`src/rtl/etsi_pkg.sv`:
```
// Shared types, codes and valve patterns of the engine test sequence interlock.
package etsi_pkg;

  localparam int VALVE_COUNT  = 10;
  localparam int PYRO_COUNT   = 2;
  localparam int SAFETY_COUNT = 6;
  localparam int VALVE_W      = 2 * VALVE_COUNT;

  // Command codes carried in the action field
  typedef enum logic [3:0] {
    ACT_DEBUG          = 4'd0,
    ACT_PASSIVE        = 4'd1,
    ACT_TEST           = 4'd2,
    ACT_ABORT          = 4'd3,
    ACT_VENT           = 4'd4,
    ACT_HP_ARM         = 4'd5,
    ACT_HP_PRESSURIZE  = 4'd6,
    ACT_TANK_ARM       = 4'd7,
    ACT_TANK_PRESSURIZE = 4'd8,
    ACT_FIRE_ARM       = 4'd9,
    ACT_FIRE           = 4'd10,
    ACT_MANUAL_VALVE   = 4'd11,
    ACT_MANUAL_SAFETY  = 4'd12,
    ACT_HALT_CHECK     = 4'd13
  } action_t;

  typedef enum logic [3:0] {
    ST_PASSIVE    = 4'd0,
    ST_TEST       = 4'd1,
    ST_HP_ARM     = 4'd2,
    ST_HP_PRESS   = 4'd3,
    ST_TANK_ARM   = 4'd4,
    ST_TANK_PRESS = 4'd5,
    ST_FIRE_ARMED = 4'd6,
    ST_FIRE       = 4'd7,
    ST_ABORT      = 4'd8,
    ST_VENT       = 4'd9,
    ST_DEBUG      = 4'd10
  } seq_state_t;

  localparam logic [1:0] VLV_CLOSE = 2'd0;
  localparam logic [1:0] VLV_OPEN  = 2'd1;

  // Valve patterns, two bits per valve, valve 0 lowest
  localparam logic [VALVE_W-1:0] PAT_ALL_CLOSED = 20'h00000;
  localparam logic [VALVE_W-1:0] PAT_VENT       = 20'h01454;
  localparam logic [VALVE_W-1:0] PAT_HP_OPEN    = 20'h00001;
  localparam logic [VALVE_W-1:0] PAT_TANK_PRESS = 20'h01041;
  localparam logic [VALVE_W-1:0] PAT_FIRE       = 20'hA1041;

  // Main valves closed by a halt check
  localparam int MAIN_VALVE_LO = 8;

  typedef struct packed {
    logic [3:0] action;
    logic [3:0] target_index;
    logic       set_on;
  } in_item_t;

  typedef struct packed {
    logic [3:0]              sequence_state;
    logic [VALVE_W-1:0]      valve_commands;
    logic [PYRO_COUNT-1:0]   pyro_fire;
    logic [SAFETY_COUNT-1:0] safety_enables;
    logic                    halt_active;
    logic                    applied;
  } out_item_t;

  // Interlock state carried between items
  typedef struct packed {
    seq_state_t              seq;
    logic [VALVE_W-1:0]      valves;
    logic [PYRO_COUNT-1:0]   pyro;
    logic [SAFETY_COUNT-1:0] safety;
    logic                    halt;
  } ilk_state_t;

  localparam ilk_state_t ILK_RESET = '{
    seq:    ST_PASSIVE,
    valves: PAT_ALL_CLOSED,
    pyro:   '0,
    safety: '0,
    halt:   1'b0
  };

endpackage

```
`src/rtl/etsi_step_logic.sv`:
```
// Command decode and state gating: next interlock state for one item.
module etsi_step_logic (
  input  etsi_pkg::in_item_t   cmd,
  input  etsi_pkg::ilk_state_t cur,
  output etsi_pkg::ilk_state_t nxt,
  output logic                 applied
);
  import etsi_pkg::*;

  logic                    step_gate;
  logic [VALVE_W-1:0]      step_pat;
  logic                    step_pyro;
  seq_state_t              step_state;
  logic                    is_step;

  // Gate, pattern and target state of the arm/pressurize/fire steps
  always_comb begin
    is_step    = 1'b1;
    step_gate  = 1'b0;
    step_pat   = PAT_ALL_CLOSED;
    step_pyro  = 1'b0;
    step_state = cur.seq;
    case (cmd.action)
      ACT_HP_ARM: begin
        step_gate  = (cur.seq == ST_PASSIVE);
        step_state = ST_HP_ARM;
      end
      ACT_HP_PRESSURIZE: begin
        step_gate  = (cur.seq == ST_HP_ARM) || (cur.seq == ST_TANK_ARM);
        step_pat   = PAT_HP_OPEN;
        step_state = ST_HP_PRESS;
      end
      ACT_TANK_ARM: begin
        step_gate  = (cur.seq == ST_HP_PRESS);
        step_pat   = PAT_HP_OPEN;
        step_state = ST_TANK_ARM;
      end
      ACT_TANK_PRESSURIZE: begin
        step_gate  = (cur.seq == ST_TANK_ARM);
        step_pat   = PAT_TANK_PRESS;
        step_state = ST_TANK_PRESS;
      end
      ACT_FIRE_ARM: begin
        step_gate  = (cur.seq == ST_TANK_PRESS);
        step_pat   = PAT_TANK_PRESS;
        step_state = ST_FIRE_ARMED;
      end
      ACT_FIRE: begin
        step_gate  = (cur.seq == ST_FIRE_ARMED);
        step_pat   = PAT_FIRE;
        step_pyro  = 1'b1;
        step_state = ST_FIRE;
      end
      default: is_step = 1'b0;
    endcase
  end

  always_comb begin
    nxt     = cur;
    applied = 1'b0;
    case (cmd.action)
      ACT_DEBUG: begin
        nxt.seq = ST_DEBUG;
        applied = 1'b1;
      end
      ACT_PASSIVE: begin
        nxt.seq    = ST_PASSIVE;
        nxt.valves = PAT_ALL_CLOSED;
        nxt.pyro   = '0;
        nxt.halt   = 1'b0;
        applied    = 1'b1;
      end
      ACT_TEST: begin
        nxt.seq = ST_TEST;
        applied = 1'b1;
      end
      ACT_ABORT: begin
        nxt.seq  = ST_ABORT;
        nxt.halt = 1'b1;
        applied  = 1'b1;
      end
      ACT_VENT: begin
        nxt.seq    = ST_VENT;
        nxt.valves = PAT_VENT;
        nxt.pyro   = '0;
        applied    = 1'b1;
      end
      ACT_MANUAL_VALVE: begin
        if (cur.seq == ST_TEST) begin
          for (int i = 0; i < VALVE_COUNT; i++) begin
            if (cmd.target_index == 4'(i)) begin
              nxt.valves[2*i +: 2] = cmd.set_on ? VLV_OPEN : VLV_CLOSE;
              applied = 1'b1;
            end
          end
        end
      end
      ACT_MANUAL_SAFETY: begin
        if (cur.seq == ST_TEST) begin
          for (int i = 0; i < SAFETY_COUNT; i++) begin
            if (cmd.target_index == 4'(i)) begin
              nxt.safety[i] = cmd.set_on;
              applied = 1'b1;
            end
          end
        end
      end
      ACT_HALT_CHECK: begin
        if (cur.halt) begin
          nxt.valves[VALVE_W-1:2*MAIN_VALVE_LO] = '0;
          nxt.pyro = '0;
          applied  = 1'b1;
        end
      end
      default: begin
        // steps load their pattern only when the gate passes
        if (is_step && step_gate) begin
          nxt.seq    = step_state;
          nxt.valves = step_pat;
          nxt.pyro   = {PYRO_COUNT{step_pyro}};
          applied    = 1'b1;
        end
      end
    endcase
  end

endmodule

```
`src/rtl/etsi_out_reg.sv`:
```
// Result register with valid/ready handshake toward the consumer.
module etsi_out_reg (
  input  logic                clk,
  input  logic                rst_n,
  input  logic                load,
  input  etsi_pkg::out_item_t load_item,
  output logic                can_load,
  output logic                out_valid,
  input  logic                out_ready,
  output etsi_pkg::out_item_t out_item
);
  import etsi_pkg::*;

  logic      valid_r, valid_nxt;
  out_item_t item_r;

  assign can_load = !valid_r || out_ready;

  always_comb begin
    valid_nxt = valid_r;
    if (load) begin
      valid_nxt = 1'b1;
    end else if (out_ready) begin
      valid_nxt = 1'b0;
    end
  end

  always_ff @(posedge clk) begin
    if (!rst_n) begin
      valid_r <= 1'b0;
    end else begin
      valid_r <= valid_nxt;
    end
  end

  always_ff @(posedge clk) begin
    if (load) begin
      item_r <= load_item;
    end
  end

  assign out_valid = valid_r;
  assign out_item  = item_r;

endmodule

```
`src/rtl/engine_test_sequence_interlock_unit.sv`:
```
// Engine test sequence interlock: command register, gated state update, result register.
// Path: an accepted item waits in the command register and moves into the result register
//   when that has room; the state update sits between the two registers.
// Throughput: one item per cycle while the consumer keeps out_ready high.
// Reset (rst_n low, synchronous): state passive, all valves closed, pyros off,
//   safety enables off, halt latch clear, both registers empty.
module engine_test_sequence_interlock_unit (
  input  logic                clk,
  input  logic                rst_n,
  input  logic                in_valid,
  output logic                in_ready,
  input  etsi_pkg::in_item_t  in_item,
  output logic                out_valid,
  input  logic                out_ready,
  output etsi_pkg::out_item_t out_item
);
  import etsi_pkg::*;

  // Input register: holds one command until the result register takes it
  logic       cmd_valid_r, cmd_valid_nxt;
  in_item_t   cmd_r;

  // Interlock state, updated once per processed item
  ilk_state_t ilk_r;
  ilk_state_t ilk_nxt;
  logic       step_applied;

  out_item_t  res_item;
  logic       res_can_load;
  logic       advance;

  // Advance the command whenever the result register has room.
  assign advance  = cmd_valid_r && res_can_load;
  // Take a new command when the input register is empty or drains this cycle.
  assign in_ready = !cmd_valid_r || advance;

  always_comb begin
    cmd_valid_nxt = cmd_valid_r;
    if (in_valid && in_ready) begin
      cmd_valid_nxt = 1'b1;
    end else if (advance) begin
      cmd_valid_nxt = 1'b0;
    end
  end

  always_ff @(posedge clk) begin
    if (!rst_n) begin
      cmd_valid_r <= 1'b0;
    end else begin
      cmd_valid_r <= cmd_valid_nxt;
    end
  end

  always_ff @(posedge clk) begin
    if (in_valid && in_ready) begin
      cmd_r <= in_item;
    end
  end

  etsi_step_logic u_step (
    .cmd     (cmd_r),
    .cur     (ilk_r),
    .nxt     (ilk_nxt),
    .applied (step_applied)
  );

  // Commit the new state only when the item moves on to the result register.
  always_ff @(posedge clk) begin
    if (!rst_n) begin
      ilk_r <= ILK_RESET;
    end else if (advance) begin
      ilk_r <= ilk_nxt;
    end
  end

  // Result reports the state after the command is applied
  always_comb begin
    res_item.sequence_state = ilk_nxt.seq;
    res_item.valve_commands = ilk_nxt.valves;
    res_item.pyro_fire      = ilk_nxt.pyro;
    res_item.safety_enables = ilk_nxt.safety;
    res_item.halt_active    = ilk_nxt.halt;
    res_item.applied        = step_applied;
  end

  etsi_out_reg u_out (
    .clk       (clk),
    .rst_n     (rst_n),
    .load      (advance),
    .load_item (res_item),
    .can_load  (res_can_load),
    .out_valid (out_valid),
    .out_ready (out_ready),
    .out_item  (out_item)
  );

endmodule

```
`config.mk`:
```
export PLATFORM = sky130hd
export DESIGN_NAME = engine_test_sequence_interlock_unit
export DESIGN_NICKNAME = d
export VERILOG_FILES = /design/src/rtl/etsi_pkg.sv /design/src/rtl/etsi_step_logic.sv /design/src/rtl/etsi_out_reg.sv /design/src/rtl/engine_test_sequence_interlock_unit.sv
export SDC_FILE = /design/constraint.sdc
export NUM_CORES = 1
export LEC_CHECK = 0
export BUFFER_PORTS_ARGS = -buffer_cell sky130_fd_sc_hd__buf_2
export CAP_MARGIN = 5
export CORE_UTILIZATION = 60
export DETAILED_ROUTE_END_ITERATION = 16
export PLACE_DENSITY = 0.82
export SLEW_MARGIN = 10
export SYNTH_ARGS = -nofsm -noshare
export SYNTH_HDL_FRONTEND = slang
export SYNTH_SLANG_ARGS = --single-unit
export TNS_END_PERCENT = 30
```
`constraint.sdc`:
```
create_clock -name clk -period 7.3 [get_ports clk]
set_input_delay 0.365 -clock clk [delete_from_list [all_inputs] [get_ports clk]]
set_output_delay 0.365 -clock clk [all_outputs]
set_load 0.02 [all_outputs]
```
==> metrics.md <==
| Metric | Value |
|---|---|
| Status | finished clean |
| Die area | roughly 7000 um^2 |
| Rows | 28 |
| CTS max path bufs | 2 |
| Mean Syn Cell Area | between 9 and 10 um^2 |
| Largest net degree at the start of global routing | 57 |
| Final Max Tran Viols | 0 |
| Layout Cells excl Fill | 521 |
| Post-Place Setup Slack | a little over 4 ns |
| GRT Overall Usage | 27.86% |
| Clock transition at the registers of the reported paths | around 0.080 ns |
| Hold_buf cts | 0 |
| Routed wire length | roughly 8600 um |
| Initial core utilization | 63.69% |
| Actual slew at the worst max-slew pin | 1.087 ns |
| Synth area leader | edfxtp_1 |
| Relative slew slack | around 27% |
| # DRC | 0 |
| Clk_skew | 0.01910 ns |
| Buffers on Ports | 48 |
| Number of max-cap violations | 0 |
| Root Driver | clkbuf_8 |
| Final setup fails | 0 |
| Hold path start | in_item[2] |
| Total Nets Final | 454 |
| Fill count | around 470 |
| Flops & latches, synth | 78 |
| DIE HEIGHT | around 82 um |
| Via count | approximately 3300 |
| Gate Count Post-Synth | 411 |
| Synthesized cell area | between 3000 and 4000 um^2 |
| Worst Setup SP | cmd_r[6]$_DFFE_PP_ |
| RSZ-0062 raised after global routing | false |
| Setup TNS | 0 ns |
| CP Data Arrival Time | ~3.5 ns |
| RR Startpoint | cmd_r[6]$_DFFE_PP_ |
| Grt ovf | 0 |
| CTS tree | built |
| Pwr Density | about 220 nW/um^2 |
| Routed vias/inst | roughly 6.2 |
| Dpl hpwl | around 5500 um |
| Worst setup SP type | register |
| CTS resizes | 0 |
| Clock sink total | 78 |
| DRT Pass-1 Iters | 5 |
| Unique masters post-synth | 69 |
| GP Congestion | 0.9053 |
| Clock latency on the worst-skew pair | around 0.37 ns |
| IO Count | 49 |
| Post-DR wirelength/cell | around 16 um |
| Period minus WS final | 3.195 ns |
| CP max FO | 30 |
| Fin worst setup slack | between 4 and 5 ns |
| DR iter-0 viols | about 330 |
| Worst setup EP type | register |
| Synth top area share | 33.26% |
| Worst setup path class | register to register |
| Req. time, crit path | between 7 and 8 ns |
| Hold_ws | approximately 0.18 ns |
| First-pass GRT wire length | 13980 um |
| Count leader, synth | nand2_1 |
| Top cells by area, synth | edfxtp_1 (33%), dfxtp_1 (18%), nand2_1 (4.6%) |
| HP Class | primary input to register |
| Share of cells above drive strength 1 | around a fifth |
| CTS buffer count | 9 |
| Synth warn | 0 |
| Postcts setup bufs | 0 |
| Mapped Nets | 424 |
| Final period util | 43.77% |
| # diodes | 0 |
| Peak VDD IR | 0.1819 mV |
| Routed Antenna Nets | 0 |
| Synth Flop Type | edfxtp_1 |
| Vias in the first global route | just under 3000 |
| Final Hold Viols | 0 |
| H-tree depth | 3 |
| Synth top cells by count | nand2_1 (48), nor2_1 (46), edfxtp_1 (43) |
| Cells after DPL | around 510 |
| Core Util, Final | 70.63% |
| EDFF count, synth | 43 |
| Die Wd | 82.44 um |
| Peak Freq | roughly 310 MHz |
| Async S/R FF share, synth | 0% |
| Core Area | roughly 6000 um^2 |
| Syn-to-layout area delta | 10.89% |
| Pleak | 1.620 nW |
| Seq/Total Area, Yosys | 51.31% |
| Initial antenna violation count | 0 |
power breakdown:
group	switching, mW	internal, mW	total [mW]
clock network	0.165	0.193	0.358
logic	0.0663	0.0365	0.103
registers	0.0189	0.482	0.501
total	0.250	0.712	0.962
state kept, by name, summed over array words and instances (netlist names):
register / count
cmd_valid_r: 1
u_out.out_item: 34
u_out.out_valid: 1
cmd_r: 9
ilk_r: 33
cell usage in the layout (no fill, tap or decap), types with 3 or more instances in the layout:
cell type   n
a21oi_1    29
nor2_1     46
nor3_1      9
inv_1       5
or2_2       3
clkbuf_8    9
o211ai_1    3
nand3b_1    5
nand2_1    48
and3_1      8
a31oi_1     7
o21a_1      5
a21o_1      3
o22ai_1     4
dfxtp_1    35
nand4_1     4
nand2b_1   10
o22a_1      3
a211oi_1    9
o21ai_0    20
edfxtp_1   43
o211a_1     3
mux2_2      7
buf_2      48
nand3_1    15
nor2b_1     9
final timing paths:
check / end / slack, ns / depth (start not counted)
worst max register to register: ilk_r[10]$_SDFFE_PN0P_ / 4.11 / 6
worst max-delay path: ilk_r[10]$_SDFFE_PN0P_ / 4.11 / 6
worst min-delay path: cmd_r[2]$_DFFE_PP_ / 0.18 / 1
worst min register to register: ilk_r[12]$_SDFFE_PN0P_ / 0.43 / 2
logic make-up after synthesis:
family | Yosys count | synth area share [%]
AOI/OAI and AO/OA | 109 | 18.47
xor gates and xnor gates | 3 | 0.6769
buffers and inverters | 37 | 4.093
DFF | 78 | 51.31
muxes | 9 | 2.675
and+or+nand+nor | 175 | 22.78
per-stage QoR:
| stage | total power, mW | instance area (um^2) |
|---|---|---|
| 6_report | 0.9618 | 4305 |
| 5_1_grt | 0.9920 | 4305 |
| 4_1_cts | 0.9590 | 4305 |
| 3_5_place_dp | 0.6118 | 4091 |
| 3_3_place_gp | 0.6089 | 4091 |
| 2_1_floorplan | 0.5841 | 3882 |
metal layers:
metal	track usage [%]	share of wire (%)
met1	37.68	44
met2	43.22	46
met3	6.484	8.3
met4	10.70	1.7
met5	0	0
worst max-delay path, cell delays in order, from the launching register on:
cell,delay (ns)
edfxtp_1,0.93
or3b_2,0.31
nand2_1,0.06
a22oi_1,0.46
o21a_1,0.76
o21ai_0,0.28
a211oi_1,0.30
final cells by class:
cell class | instances | area, um^2 | share of cell area (%)
sequential | 78 | 1992 | 46.27
multi-input combinational | 296 | 1732 | 40.22
timing repair buffer | 49 | 247.7 | 5.754
clock buffer | 10 | 127.6 | 2.964
tap | 75 | 93.84 | 2.180
clock inverter | 6 | 86.33 | 2.005
inverter | 7 | 26.28 | 0.6103
No activity file was read; power rests on OpenSTA's default activity.
